## src/rtl/tcw_pkg.sv

```systemverilog
// shared types, codes and constants of the text console writer
package tcw_pkg;

	localparam int SCREEN_COLUMNS = 80;
	localparam int SCREEN_ROWS    = 25;

	localparam int CHAR_W   = 8;
	localparam int ATTR_W   = 8;
	localparam int CELL_W   = CHAR_W + ATTR_W;
	localparam int TAB_W    = 7;
	localparam int IDX_W    = 11;
	localparam int CFG_IDX_W = 1;
	localparam int CFG_DATA_W = 8;

	localparam logic [ATTR_W-1:0] RESET_ATTR = 8'h07;
	localparam logic [TAB_W-1:0]  RESET_TAB  = 7'd3;

	localparam logic [CHAR_W-1:0] CH_TAB = 8'h09;
	localparam logic [CHAR_W-1:0] CH_LF  = 8'h0A;
	localparam logic [CHAR_W-1:0] CH_CR  = 8'h0D;
	localparam logic [CHAR_W-1:0] CH_NUL = 8'h00;

	localparam logic OP_PUT  = 1'b0;
	localparam logic OP_READ = 1'b1;

	localparam logic [CFG_IDX_W-1:0] REG_TEXT_ATTR   = 1'b0;
	localparam logic [CFG_IDX_W-1:0] REG_TAB_ADVANCE = 1'b1;

	typedef enum logic [2:0] {
		ST_CLEAR,
		ST_IDLE,
		ST_EXEC,
		ST_COPY,
		ST_BLANK,
		ST_FIN
	} state_t;

	typedef struct packed {
		logic take;
		logic clear_step;
		logic exec;
		logic copy_step;
		logic blank_step;
		logic load_out;
	} cmd_t;

	typedef struct packed {
		logic clear_done;
		logic scroll;
		logic copy_done;
		logic blank_done;
	} sts_t;

endpackage

```

## src/rtl/tcw_ctrl.sv

```systemverilog
// controller state machine: sequences clearing, put, read, scroll and result hand-off
module tcw_ctrl (
	input  logic           clk,
	input  logic           arst_n,
	input  logic           in_valid,
	output logic           in_ready,
	output logic           out_valid,
	input  logic           out_ready,
	output tcw_pkg::cmd_t  cmd,
	input  tcw_pkg::sts_t  sts
);

	tcw_pkg::state_t state_q, state_d;
	logic            out_valid_q;
	logic            out_free;

	assign out_free  = !out_valid_q || out_ready;
	assign out_valid = out_valid_q;

	always_ff @(posedge clk or negedge arst_n) begin
		if (!arst_n) begin
			state_q     <= tcw_pkg::ST_CLEAR;
			out_valid_q <= 1'b0;
		end else begin
			state_q <= state_d;
			if (cmd.load_out)
				out_valid_q <= 1'b1;
			else if (out_ready)
				out_valid_q <= 1'b0;
		end
	end

	always_comb begin
		state_d  = state_q;
		cmd      = '0;
		in_ready = 1'b0;
		case (state_q)
			tcw_pkg::ST_CLEAR: begin
				cmd.clear_step = 1'b1;
				if (sts.clear_done)
					state_d = tcw_pkg::ST_IDLE;
			end
			tcw_pkg::ST_IDLE: begin
				in_ready = 1'b1;
				cmd.take = in_valid;
				if (in_valid)
					state_d = tcw_pkg::ST_EXEC;
			end
			tcw_pkg::ST_EXEC: begin
				cmd.exec = 1'b1;
				state_d  = sts.scroll ? tcw_pkg::ST_COPY : tcw_pkg::ST_FIN;
			end
			tcw_pkg::ST_COPY: begin
				cmd.copy_step = 1'b1;
				if (sts.copy_done)
					state_d = tcw_pkg::ST_BLANK;
			end
			tcw_pkg::ST_BLANK: begin
				cmd.blank_step = 1'b1;
				if (sts.blank_done)
					state_d = tcw_pkg::ST_FIN;
			end
			tcw_pkg::ST_FIN: begin
				if (out_free) begin
					cmd.load_out = 1'b1;
					state_d      = tcw_pkg::ST_IDLE;
				end
			end
			default: begin
				state_d = tcw_pkg::ST_IDLE;
			end
		endcase
	end

`ifndef ASSERT_OFF
	// a put or read with no scroll goes straight to the result stage
	a_exec_to_fin: assert property (@(posedge clk) disable iff (!arst_n)
		state_q == tcw_pkg::ST_EXEC && !sts.scroll |=> state_q == tcw_pkg::ST_FIN)
		else $error("exec without scroll did not finish");

	// a scroll always runs the copy pass first
	a_exec_to_copy: assert property (@(posedge clk) disable iff (!arst_n)
		state_q == tcw_pkg::ST_EXEC && sts.scroll |=> state_q == tcw_pkg::ST_COPY)
		else $error("scroll did not start copy");

	// a result is never loaded over one still waiting
	a_no_overwrite: assert property (@(posedge clk) disable iff (!arst_n)
		out_valid_q && !out_ready |-> !cmd.load_out)
		else $error("result overwritten");
`endif

endmodule

```

## config.mk

```make
export PLATFORM = sky130hd
export DESIGN_NAME = tcw_ctrl
export DESIGN_NICKNAME = d
export VERILOG_FILES = /design/src/rtl/tcw_pkg.sv /design/src/rtl/tcw_ctrl.sv
export SDC_FILE = /design/constraint.sdc
export NUM_CORES = 1
export LEC_CHECK = 0
export ABC_AREA = 1
export BUFFER_PORTS_ARGS = -buffer_cell sky130_fd_sc_hd__buf_2
export CORE_AREA = 2 2 39 41
export DETAILED_ROUTE_END_ITERATION = 12
export DIE_AREA = 0 0 41 43
export PLACE_DENSITY = 0.56
export SKIP_CTS_REPAIR_TIMING = 1
export SLEW_MARGIN = 0
export SYNTH_ARGS = -nofsm -noshare
export SYNTH_HDL_FRONTEND = slang
export SYNTH_SLANG_ARGS = --single-unit
```

## constraint.sdc

```tcl
create_clock -name clk -period 1 [get_ports clk]
set_input_delay 0.15 -clock clk [delete_from_list [all_inputs] [get_ports clk]]
set_output_delay 0.15 -clock clk [all_outputs]
set_load 0.01 [all_outputs]
```

==> results by group <==
Global route
  • Global-route wire length before repair: 1352 um
  • Largest net degree at the start of global routing: 8
  • Overflow after GRT: 0
  • Number of global-route vias before repair: 380
  • Initial antenna violation count: 0
  • Tot GR Track Use: 0.1137

Worst setup path
  • Crit path max fanout: 7
  • Crit-path max cell delay: 0.45 ns
  • CP Cell Sequence: buf_6 -> nor2_4 -> inv_2 -> nor2_4 -> buf_6
  • Crit end category: output pin
  • Required time of the critical path: 0.85 ns
  • Startpoint Class: register
  • Delay-heaviest family, CP: flip-flops
  • Setup CP Type: register to output pin
  • WP buf/inv: 3
  • Slowest cell on crit path: dfrtp_2
  • Critical Path AT: 1.18 ns

Clock tree
  • Total CTS buffers: 3
  • Clock transition at path regs: 0.04 ns
  • Worst skew pair latency: 0.23 ns
  • Htree depth: 1
  • Clock Tree Root: clkbuf_4
  • Sink Count: 4
  • CTS tree: yes
  • CTS max path bufs: 2

Run
  • Max-capacitance violation count: 0

Placement
  • DP HPWL: 709 um
  • Pre-CTS WS: -0.1763 ns
  • Post-Place Cell Area: 471.7 um2
  • RePlAce Congestion: 0.7574
  • Buffers on Ports: 15

Detailed routing
  • DRC: 0
  • Routed Antenna Nets: 0
  • Vias post-DR: 415
  • Avg WL per Cell: 9.526 um
  • Vias/cell: 4.368
  • Initial DRC count: 10
  • Drt first pass iters: 2
  • Post-Route WL: 905 um

Finish
  • Syn-to-layout area delta: 72.90%
  • Final core occ: 0.4096
  • Most common cell after layout, fill and taps aside: buf_2
  • Final Cell Area: 566.8 um2
  • Ant diodes: 0
  • Share of cells above drive strength 1: 0.5316
  • Final net count: 89
  • Commonest cells after routing, fill and taps aside: 13 x buf_2, 9 x inv_1, 8 x nand2_1

Synth
  • Netlist cell types: 15
  • Synth Net Count: 61
  • Post-synthesis sequential area ratio: 0.3053
  • Syn_area_per_cell: 6.185 um2
  • Ys Warns: 0
  • Post-Synthesis Cells: 53
  • Synthesized cell area: 327.8 um2
  • Post-synthesis register bit count: 4

Power
  • Clock share of power: 0.128
  • Sw frac: 0.4543
  • Leak: 0.3375 nW
  • Pwr dens: 2716 nW/um2
  • Peak VDD IR: 1.085 mV
  • Power share of the combinational group: 0.634
  • P_int: 0.8400 mW
  • Part of the power in registers: 0.237
  • P_sw: 0.6994 mW

Floorplan
  • FP Rows: 14
  • DIE HEIGHT: 43 um
  • Initial Utilization: 0.2369
  • Ports: 16
  • Die width: 41 um
  • Area of the core: 1384 um2
  • Full die area: 1763 um2

Timing
  • FMAX: 753.2 MHz
  • Final Slew Violations: 0
  • Skew final: 0.002928 ns
  • Post-route minimum period: 1.328 ns
  • Rel. slew slack: 0.8782
  • Final Worst Setup Slack: -0.3276 ns
  • RSZ-0062 raised after global routing: yes
  • Tcrit/Tclk final: 1.328
  • Final Setup Violations: 10
  • Final hold violations: 0
  • Tightest Pin Transition: 0.1808 ns

Min path
  • HP Class: primary input to register

Outcome
  • Violated checks: setup timing
  • Outcome: finished with violations
==> cell type report <==
cell class              instances  area, um2
clock buffers                   3      22.52
well taps                      16      20.02
fillers                       174      817.0
repair buffers                 24      161.4
flip-flops and latches          4      102.6
multi-input cells              36      215.2
inverters                      12      45.04
==> flip-flops by register name, indices dropped and copies added, names as in the netlist <==
register   count
state_q        3
out_valid      1
==> metal layers <==
metal	global-route usage	up-vias	part of all wire
met4	0.04000	0	0
met2	0.1719	12	0.51
met3	0.06283	0	0.056
li1	-	218	-
met1	0.1294	185	0.43
met5	0	-	0
==> final timing paths <==
path,depth (start not counted),end,slack (ns),from
max in group asynchronous,2,state_q[1],0.61,arst_n
setup reg to reg,7,state_q[0],-0.17,state_q[1]
hold reg to reg,2,out_valid,0.54,out_valid
hold / removal,4,out_valid,0.22,out_ready
min in group asynchronous,2,out_valid,0.25,arst_n
setup / recovery,5,cmd[5],-0.33,state_q[1]
==> power by group through the flow <==
| stage | Combinational [mW] | Sequential (mW) | Clock (mW) |
|---|---|---|---|
| 5_1_grt | 1.10 | 0.380 | 0.220 |
| 3_5_place_dp | 0.836 | 0.343 | 0 |
| 3_3_place_gp | 0.837 | 0.344 | 0 |
| 2_1_floorplan | 0.599 | 0.316 | 0 |
| 6_report | 0.976 | 0.366 | 0.198 |
| 4_1_cts | 0.842 | 0.342 | 0.211 |
==> stage by stage <==
step / TNS, ns / hold slack [ns] / total power [mW] / cells
2_1_floorplan: -0.2554 / -0.1456 / 0.9142 / 53
3_3_place_gp: -0.9481 / -0.03860 / 1.181 / 88
3_5_place_dp: -0.9631 / -0.03724 / 1.179 / 88
4_1_cts: -2.781 / -0.2901 / 1.395 / 91
5_1_grt: -3.081 / 0.2504 / 1.700 / 95
6_report: -2.259 / 0.2208 / 1.539 / 95
==> logic make-up after synthesis <==
kind of cell | count (synthesis) | share of synthesized area
AND/OR/NAND/NOR | 32 | 0.4543
flip-flops | 4 | 0.3054
buffers and inverters | 13 | 0.1717
AO/OA/AOI/OAI | 4 | 0.06870
==> worst register-to-register path, cell delays in order (launching register included) <==
cell	delay [ns]
dfrtp_2	0.43
buf_6	0.14
nor2_4	0.04
buf_4	0.12
nand2_2	0.08
nand2_1	0.05
o21bai_1	0.13
nand2_1	0.06
==> synthesized netlist by cell type <==
cell type | n | area, um2
inv_1 | 11 | 41.29
nor3_1 | 1 | 5.000
nand3_1 | 8 | 40.04
o21ai_0 | 3 | 15.01
o21bai_1 | 1 | 7.510
nand4_1 | 1 | 6.260
nor2_2 | 2 | 12.51
nor2_1 | 7 | 26.28
and2_2 | 1 | 7.510
dfrtp_1 | 4 | 100.1
buf_6 | 1 | 11.26
nand2_2 | 1 | 6.260
nand3b_1 | 1 | 7.510
inv_2 | 1 | 3.750
nand2_1 | 10 | 37.54
No activity file was read; power rests on OpenSTA's default activity.
